==> config.mk <==
export PLATFORM = sky130hd
export DESIGN_NAME = cfft_ctrl
export DESIGN_NICKNAME = d
export VERILOG_FILES = /design/src/design/cfft_pkg.sv /design/src/design/cfft_ctrl.sv
export SDC_FILE = /design/constraint.sdc
export NUM_CORES = 1
export LEC_CHECK = 0
export BUFFER_PORTS_ARGS = -buffer_cell sky130_fd_sc_hd__buf_2
export CAP_MARGIN = 20
export CORE_ASPECT_RATIO = 0.6
export CORE_UTILIZATION = 24
export DETAILED_ROUTE_END_ITERATION = 10
export GPL_ROUTABILITY_DRIVEN = 0
export SLEW_MARGIN = 10
export SYNTH_ARGS = -nofsm -noshare
export SYNTH_HDL_FRONTEND = slang
export SYNTH_SLANG_ARGS = --single-unit
==> constraint.sdc <==
create_clock -name i_clk -period 17.4 [get_ports i_clk]
set_input_delay 3.48 -clock i_clk [delete_from_list [all_inputs] [get_ports i_clk]]
set_output_delay 3.48 -clock i_clk [all_outputs]
set_load 0.02 [all_outputs]
==> src/design/cfft_pkg.sv <==
package cfft_pkg;

    localparam int DefMaxPoints  = 64;
    localparam int DefSampleBits = 16;
    localparam int DefTwBits     = 16;
    localparam int WorkBits      = 24;
    localparam int OutBits       = 22;
    localparam int MaxLog2       = 6;

    typedef struct packed {
        logic load_we;
        logic bf_start;
        logic bf_step;
        logic swap_step;
        logic scale_step;
        logic emit_rd;
    } t_cmd;

    function automatic logic [23:0] qcos(input logic [4:0] k);
        logic [23:0] r;
        case (k)
            5'd0: r = 24'd8388607;
            5'd1: r = 24'd8348215;
            5'd2: r = 24'd8227423;
            5'd3: r = 24'd8027397;
            5'd4: r = 24'd7750063;
            5'd5: r = 24'd7398092;
            5'd6: r = 24'd6974873;
            5'd7: r = 24'd6484482;
            5'd8: r = 24'd5931642;
            5'd9: r = 24'd5321677;
            5'd10: r = 24'd4660461;
            5'd11: r = 24'd3954362;
            5'd12: r = 24'd3210181;
            5'd13: r = 24'd2435084;
            5'd14: r = 24'd1636536;
            5'd15: r = 24'd822227;
            default: r = 24'd0;
        endcase
        return r;
    endfunction

endpackage

==> src/design/cfft_ctrl.sv <==
module cfft_ctrl #(
    parameter int MAX_POINTS = cfft_pkg::DefMaxPoints,
    parameter int AW         = $clog2(MAX_POINTS)
) (
    input  logic           i_clk,
    input  logic           i_rst_n,
    input  logic [2:0]     i_size_log2,
    input  logic           i_inverse,
    input  logic           i_in_valid,
    output logic           o_in_ready,
    output logic           o_out_valid,
    input  logic           i_out_ready,
    output logic           o_bin_last,
    output cfft_pkg::t_cmd o_cmd,
    output logic [AW-1:0]  o_addr_a,
    output logic [AW-1:0]  o_addr_b,
    output logic [4:0]     o_tw_idx,
    output logic [2:0]     o_lg,
    output logic           o_inv_scale
);
    import cfft_pkg::*;

    typedef enum logic [6:0] {
        S_LOAD  = 7'b0000001,
        S_SWAPR = 7'b0000010,
        S_SWAPW = 7'b0000100,
        S_BF    = 7'b0001000,
        S_SCALE = 7'b0010000,
        S_RD    = 7'b0100000,
        S_OUT   = 7'b1000000
    } t_state;

    localparam logic [2:0] MaxLg = 3'(AW);

    t_state r_state, n_state;
    logic [AW:0]   r_cnt, n_cnt;
    logic [2:0]    r_lg, n_lg, r_stage, n_stage;
    logic [1:0]    r_ph, n_ph;
    logic [AW:0]   r_idx, n_idx;
    logic          r_inv, n_inv;
    logic          r_last;
    logic [2:0]    cur_lg;
    logic [AW:0]   n_pts;
    logic [AW-1:0] rev, bf_a, bf_b;
    logic [AW-1:0] jmask;

    always_comb begin
        cur_lg = i_size_log2;
        if (cur_lg < 3'd1) cur_lg = 3'd1;
        if (cur_lg > MaxLg) cur_lg = MaxLg;
    end

    always_comb begin
        rev = '0;
        for (int b = 0; b < AW; b++)
            if (32'(b) < 32'(r_lg)) rev[32'(r_lg) - 1 - b] = r_idx[b];
    end

    always_comb begin
        logic [AW-1:0] k, m;
        k    = r_idx[AW-1:0];
        m    = AW'(1) << r_stage;
        jmask = m - AW'(1);
        bf_a = ((k & ~jmask) << 1) | (k & jmask);
        bf_b = bf_a | m;
        o_tw_idx = 5'((32'(k & jmask) << (5 - 32'(r_stage))));
    end

    assign n_pts = (AW+1)'(1) << r_lg;

    always_comb begin
        n_state = r_state;
        n_cnt = r_cnt;
        n_lg = r_lg;
        n_stage = r_stage;
        n_ph = r_ph;
        n_idx = r_idx;
        n_inv = r_inv;
        o_cmd = '0;
        o_addr_a = r_idx[AW-1:0];
        o_addr_b = rev;
        o_in_ready = 1'b0;
        case (r_state)
            S_LOAD: begin
                o_in_ready = 1'b1;
                o_addr_a = (r_cnt < ((AW+1)'(1) << cur_lg)) ? r_cnt[AW-1:0]
                         : AW'(((AW+1)'(1) << cur_lg) - 1);
                if (i_in_valid) begin
                    o_cmd.load_we = 1'b1;
                    if ((AW+1)'(o_addr_a) + 1 < ((AW+1)'(1) << cur_lg)) begin
                        n_cnt = (AW+1)'(o_addr_a) + (AW+1)'(1);
                    end else begin
                        n_cnt = '0;
                        n_lg = cur_lg;
                        n_inv = i_inverse;
                        n_idx = '0;
                        n_state = S_SWAPR;
                    end
                end
            end
            S_SWAPR: begin
                if (r_idx[AW-1:0] < rev) n_state = S_SWAPW;
                else if (r_idx + 1 == n_pts) begin
                    n_idx = '0; n_stage = '0; n_ph = '0; n_state = S_BF;
                end else n_idx = r_idx + (AW+1)'(1);
            end
            S_SWAPW: begin
                o_cmd.swap_step = 1'b1;
                n_state = S_SWAPR;
                if (r_idx + 1 == n_pts) begin
                    n_idx = '0; n_stage = '0; n_ph = '0; n_state = S_BF;
                end else n_idx = r_idx + (AW+1)'(1);
            end
            S_BF: begin
                o_addr_a = bf_a;
                o_addr_b = bf_b;
                if (r_ph == 2'd3) begin
                    o_cmd.bf_step = 1'b1;
                    n_ph = '0;
                    if (r_idx + 1 == (n_pts >> 1)) begin
                        n_idx = '0;
                        if (r_stage + 1 == r_lg) begin
                            n_state = o_inv_scale ? S_SCALE : S_RD;
                            n_ph = '0;
                        end else n_stage = r_stage + 3'd1;
                    end else n_idx = r_idx + (AW+1)'(1);
                end else n_ph = r_ph + 2'd1;
            end
            S_SCALE: begin
                if (r_ph == 2'd1) begin
                    o_cmd.scale_step = 1'b1;
                    n_ph = '0;
                    if (r_idx + 1 == n_pts) begin n_idx = '0; n_state = S_RD; end
                    else n_idx = r_idx + (AW+1)'(1);
                end else n_ph = r_ph + 2'd1;
            end
            S_RD: begin
                if (r_ph == 2'd1) begin
                    o_cmd.emit_rd = 1'b1;
                    n_ph = '0;
                    n_state = S_OUT;
                end else n_ph = r_ph + 2'd1;
            end
            S_OUT: begin
                if (i_out_ready) begin
                    if (r_last) begin n_idx = '0; n_state = S_LOAD; end
                    else begin n_idx = r_idx + (AW+1)'(1); n_state = S_RD; end
                end
            end
            default: n_state = S_LOAD;
        endcase
    end

    assign o_out_valid = (r_state == S_OUT);
    assign o_bin_last  = r_last;
    assign o_lg        = r_lg;
    assign o_inv_scale = r_inv;

    always_ff @(posedge i_clk) begin
        if (!i_rst_n) begin
            r_state <= S_LOAD;
            r_cnt <= '0;
            r_lg <= 3'd1;
            r_stage <= '0;
            r_ph <= '0;
            r_idx <= '0;
            r_inv <= 1'b0;
            r_last <= 1'b0;
        end else begin
            r_state <= n_state;
            r_cnt <= n_cnt;
            r_lg <= n_lg;
            r_stage <= n_stage;
            r_ph <= n_ph;
            r_idx <= n_idx;
            r_inv <= n_inv;
            if (o_cmd.emit_rd) r_last <= (r_idx + 1 == n_pts);
        end
    end

    a_ready_only_load: assert property (@(posedge i_clk) disable iff (!i_rst_n)
        o_in_ready |-> r_state == S_LOAD) else $error("ready outside load");
    a_valid_stable: assert property (@(posedge i_clk) disable iff (!i_rst_n)
        (o_out_valid && !i_out_ready) |=> o_out_valid) else $error("valid dropped");
    a_cnt_range: assert property (@(posedge i_clk) disable iff (!i_rst_n)
        r_cnt < n_pts || r_state == S_LOAD) else $error("count out of range");

endmodule
==> tab_implementation.tex <==
\begin{tabular}{lr}
\hline
Metric & Value \\
\hline
\multicolumn{2}{l}{\textbf{Clock network}} \\
\quad Post-CTS resize count & 0 \\
\quad Depth of the CTS H-tree & 2 \\
\quad CTS tree & built \\
\quad Clock latency on the worst-skew pair & 280 ps \\
\quad CTS buffer count & 5 \\
\quad Root buf cell & clkbuf\_16 \\
\quad Clk sinks & 31 \\
\quad Clock-pin slew on the worst setup and hold paths & 50 ps \\
\quad Maximum clock path buffer count & 2 \\
\quad Post-CTS Setup Inserts & 0 \\
\quad Number of hold buffers added after CTS & 0 \\
\multicolumn{2}{l}{\textbf{Finish}} \\
\quad Area used by multi-input combinational logic & between 3000 and 4000 µm² \\
\quad Filler Cell Count & 1812 \\
\quad Relative area change from synthesis to final layout & 12.31\% \\
\quad Layout cells sized above 1 & 10.69\% \\
\quad Net count of the finished layout & 641 \\
\quad FF+latch area & 620.6 µm² \\
\quad Post-layout instance area & 4646 µm² \\
\quad Antenna diode count & 0 \\
\multicolumn{2}{l}{\textbf{Die}} \\
\quad Starting Density & 25.02\% \\
\quad Die Area & 17780 µm² \\
\quad Chip width & 171.5 µm \\
\quad Height of the die & 103.7 µm \\
\quad Total number of placement rows & 36 \\
\quad Area of the core & 16530 µm² \\
\quad Top-level I/O count & 38 \\
\multicolumn{2}{l}{\textbf{Power}} \\
\quad Power per standard cell area & around 120 nW/µm² \\
\quad Clock power frac & around 16\% \\
\quad Combinational power share & 67.3\% \\
\quad Net switching share of the total power & 50.38\% \\
\quad Power share of the sequential group & 16.8\% \\
\quad Worst ir drop on vdd & 0.00004784 V \\
\quad Total internal power & between 200 and 300 µW \\
\quad Switching power & 277.4 µW \\
\quad Leak pwr & 1.889 nW \\
\multicolumn{2}{l}{\textbf{Drt}} \\
\quad Max layer used & met4 \\
\quad Antenna Nets Post-Route & 0 \\
\quad Vias per std cell & 5.292 \\
\quad Initial detailed-routing violation count & 427 \\
\quad Total length of routed met3 wires & 1.217 mm \\
\quad Final WL & about 13 mm \\
\quad Via count & 4276 \\
\quad Amount of wire on met2 after detailed routing & between 4 and 5 mm \\
\quad Mean routed wirelength per cell & 15.66 µm \\
\quad Post-route met1 wirelength & 6.997 mm \\
\quad Remaining design rule violation count & 0 \\
\quad Count of TritonRoute iterations in the first routing pass & 5 \\
\multicolumn{2}{l}{\textbf{Global routing}} \\
\quad Global-route wire length before repair & approximately 21 mm \\
\quad Overall Global Routing Usage & 14.65\% \\
\quad Number of antenna violations at the first check in global routing & 0 \\
\quad Vias in the first global route & roughly 3800 \\
\quad Total overflow reported by the global router & 0 \\
\quad Maximum number of pins on one net before global-route repair & 28 \\
\multicolumn{2}{l}{\textbf{STA}} \\
\quad Top achievable clock speed & 0.1056 GHz \\
\quad Worst setup skew after layout & 11.28 ps \\
\quad Transition time of the tightest slew-check pin & 1026 ps \\
\quad Setup TNS & 0 ps \\
\quad Crit share post-route & 54.43\% \\
\quad Fin crit period & 9472 ps \\
\quad Unrepaired setup endpoints after global routing & no \\
\quad Number of failing setup endpoints in the final timing report & 0 \\
\quad Total count of max-transition violations in the final report & 0 \\
\quad Final count of hold timing violations & 0 \\
\quad Worst slew slack as a fraction of its limit & 31.17\% \\
\multicolumn{2}{l}{\textbf{Synthesis}} \\
\quad Top flip-flop cell by instance count after synthesis & dfxtp\_1 \\
\quad Yosys top cell by area & ha\_1 \\
\quad Number of distinct library cell variants in the gate-level netlist after synthesis & 70 \\
\quad Total number of yosys warnings & 0 \\
\quad Yosys top cell area share & 16.03\% \\
\quad Total of flip-flops plus latches after synthesis & 31 \\
\quad Biggest area contributors in the synthesized netlist & ha\_1 (16\%), dfxtp\_1 (15\%), nor2\_1 (5.1\%), mux2i\_1 (4.8\%), nand2\_1 (4.2\%) \\
\quad Synth Instances & 564 \\
\quad EDFF count, synth & 0 \\
\quad Area of the mapped netlist & around 4100 µm² \\
\quad Mean Syn Cell Area & around 7.3 µm² \\
\quad Most frequent cells after synthesis & nor2\_1 (56), ha\_1 (53), nand2\_1 (46) \\
\quad Mux contribution to synthesized area & between 5 and 6\% \\
\quad Adder and majority cell fraction of the synthesized area & 16.03\% \\
\quad Compound-Gate Fraction of Synth Area & 22.81\% \\
\quad Largest family of logic cells by synthesized area & simple AND/OR/NAND/NOR gates \\
\quad Simple-gate share of the synthesized area & 30.85\% \\
\quad Sequential cell area fraction in the yosys report & 15.00\% \\
\quad Synth Area in XOR/XNOR & under 10\% \\
\quad Async SR Flop Fraction & 0\% \\
\quad Top-count cell post-synth & nor2\_1 \\
\quad Post-synthesis net count & between 600 and 700 \\
\multicolumn{2}{l}{\textbf{Run status}} \\
\quad Status & completed \\
\multicolumn{2}{l}{\textbf{Worst setup path}} \\
\quad Required time at the endpoint of the critical path & 13920 ps \\
\quad FF-to-FF setup slack & 10810 ps \\
\quad Startpoint type of the worst setup path & input port \\
\quad Element type at the critical path end & primary output \\
\quad Arrival time worst endpoint & 5990 ps \\
\quad RR Startpoint & o\_lg[0] \\
\quad End of the worst register-to-register path & r\_idx[5] \\
\quad Category of the critical setup timing path & in -> out \\
\quad Maximum fanout along the worst path & 12 \\
\quad Critical path origin & i\_size\_log2[2] \\
\quad Capturing element of the worst setup path & o\_addr\_a[2] \\
\quad Reg2reg path depth & 24 \\
\multicolumn{2}{l}{\textbf{Worst hold path}} \\
\quad Launch instance of the worst min-delay path & r\_cnt[1] \\
\quad Min-delay worst type & reg -> reg \\
\multicolumn{2}{l}{\textbf{Placement}} \\
\quad Detailed Place HPWL & 9.862 mm \\
\quad Post-detailed-placement cell area & 4494 µm² \\
\quad Total of buffers placed on input and output ports & 36 \\
\multicolumn{2}{l}{\textbf{Run}} \\
\quad Number of maximum-capacitance constraint violations & 0 \\
\hline
\end{tabular}
==> cells by family after synthesis <==
logic type	Yosys count
and+or+nand+nor	239
AOI/OAI and AO/OA	140
buffers and inverters	58
adders and majority gates	53
DFF	31
muxes	22
xor gates and xnor gates	20
other	1
==> flip-flops by register name, indices dropped and copies added (netlist names) <==
signal	cells
o_lg	3
r_idx	7
r_stage	3
o_bin_last	1
r_state	7
r_cnt	7
r_ph	2
o_inv_scale	1
==> cell usage in the layout, fill, tap and decap left out, types with 6 or more instances in the layout <==
master / netlist / routed
and2_1: 7 / 7
a31oi_1: 7 / 7
nand3_1: 25 / 25
xnor2_1: 13 / 13
buf_2: 2 / 36
nor2_1: 56 / 56
dfxtp_1: 31 / 31
a21oi_1: 33 / 33
and3_1: 9 / 9
nor2b_1: 7 / 7
o21a_1: 6 / 6
xor2_1: 7 / 7
nand3b_1: 9 / 9
o31ai_1: 8 / 8
ha_1: 53 / 53
o211ai_1: 7 / 7
mux2i_1: 20 / 20
o21ai_0: 24 / 24
inv_1: 25 / 25
nand2_1: 46 / 46
nand2b_1: 8 / 8
a22oi_1: 10 / 10
nor3_1: 20 / 20
nand4_1: 11 / 11
==> power groups by stage <==
| stage | logic (mW) | registers [mW] | clock network [mW] |
|---|---|---|---|
| floorplan | 0.279 | 0.0924 | 0 |
| global placement | 0.365 | 0.0939 | 0 |
| detailed placement | 0.363 | 0.0932 | 0 |
| CTS | 0.365 | 0.0919 | 0.0882 |
| global route | 0.422 | 0.0936 | 0.0916 |
| finish | 0.371 | 0.0924 | 0.0875 |
==> metal layers <==
| layer | global-route usage [%] | vias to the layer above |
|---|---|---|
| met5 | 0 | - |
| met4 | 1.722 | 0 |
| met3 | 3.133 | 7 |
| met2 | 17.18 | 205 |
| met1 | 25.47 | 1944 |
| li1 | - | 2120 |
==> area by class of cell <==
class | instances | share of cell area, %
tap | 228 | 6.141
clock buffer | 6 | 2.989
inverter | 27 | 2.182
timing repair buffer | 40 | 4.525
multi-input combinational | 475 | 70.70
sequential | 31 | 13.36
clock inverter | 1 | 0.1077
==> worst max-delay path, cell delays in order <==
cell and delay, ps:
buf_2 160, or3b_2 500, ha_1 290, o21a_1 110
o21ai_0 70, nand2b_1 70, a21oi_1 60, o21ai_1 500
mux2i_1 460, o21ai_0 120, buf_2 170
==> worst min-delay path by stage <==
stage,slack [ps],cells after the start,end
CTS,510,2,r_cnt[1]
finish,510,2,r_cnt[1]
floorplan,460,1,r_ph[0]
global placement,500,2,r_cnt[1]
detailed placement,500,2,r_cnt[1]
global route,550,2,r_cnt[6]
==> per-stage QoR <==
| step | hold WS, ps | std cells | worst slack [ps] | utilization (%) | total power, mW |
|---|---|---|---|---|---|
| floorplan | 462.6 | 564 | 7901 | - | 0.3717 |
| global placement | 501.1 | 800 | 7511 | 27.19 | 0.4587 |
| detailed placement | 496.2 | 800 | 7501 | 27.19 | 0.4562 |
| CTS | 505.0 | 807 | 7490 | 28.06 | 0.5453 |
| global route | 548.7 | 808 | 7699 | 28.10 | 0.6073 |
| finish | 506.2 | 808 | 7928 | 28.10 | 0.5507 |
Power figures use the tool's default switching activity.
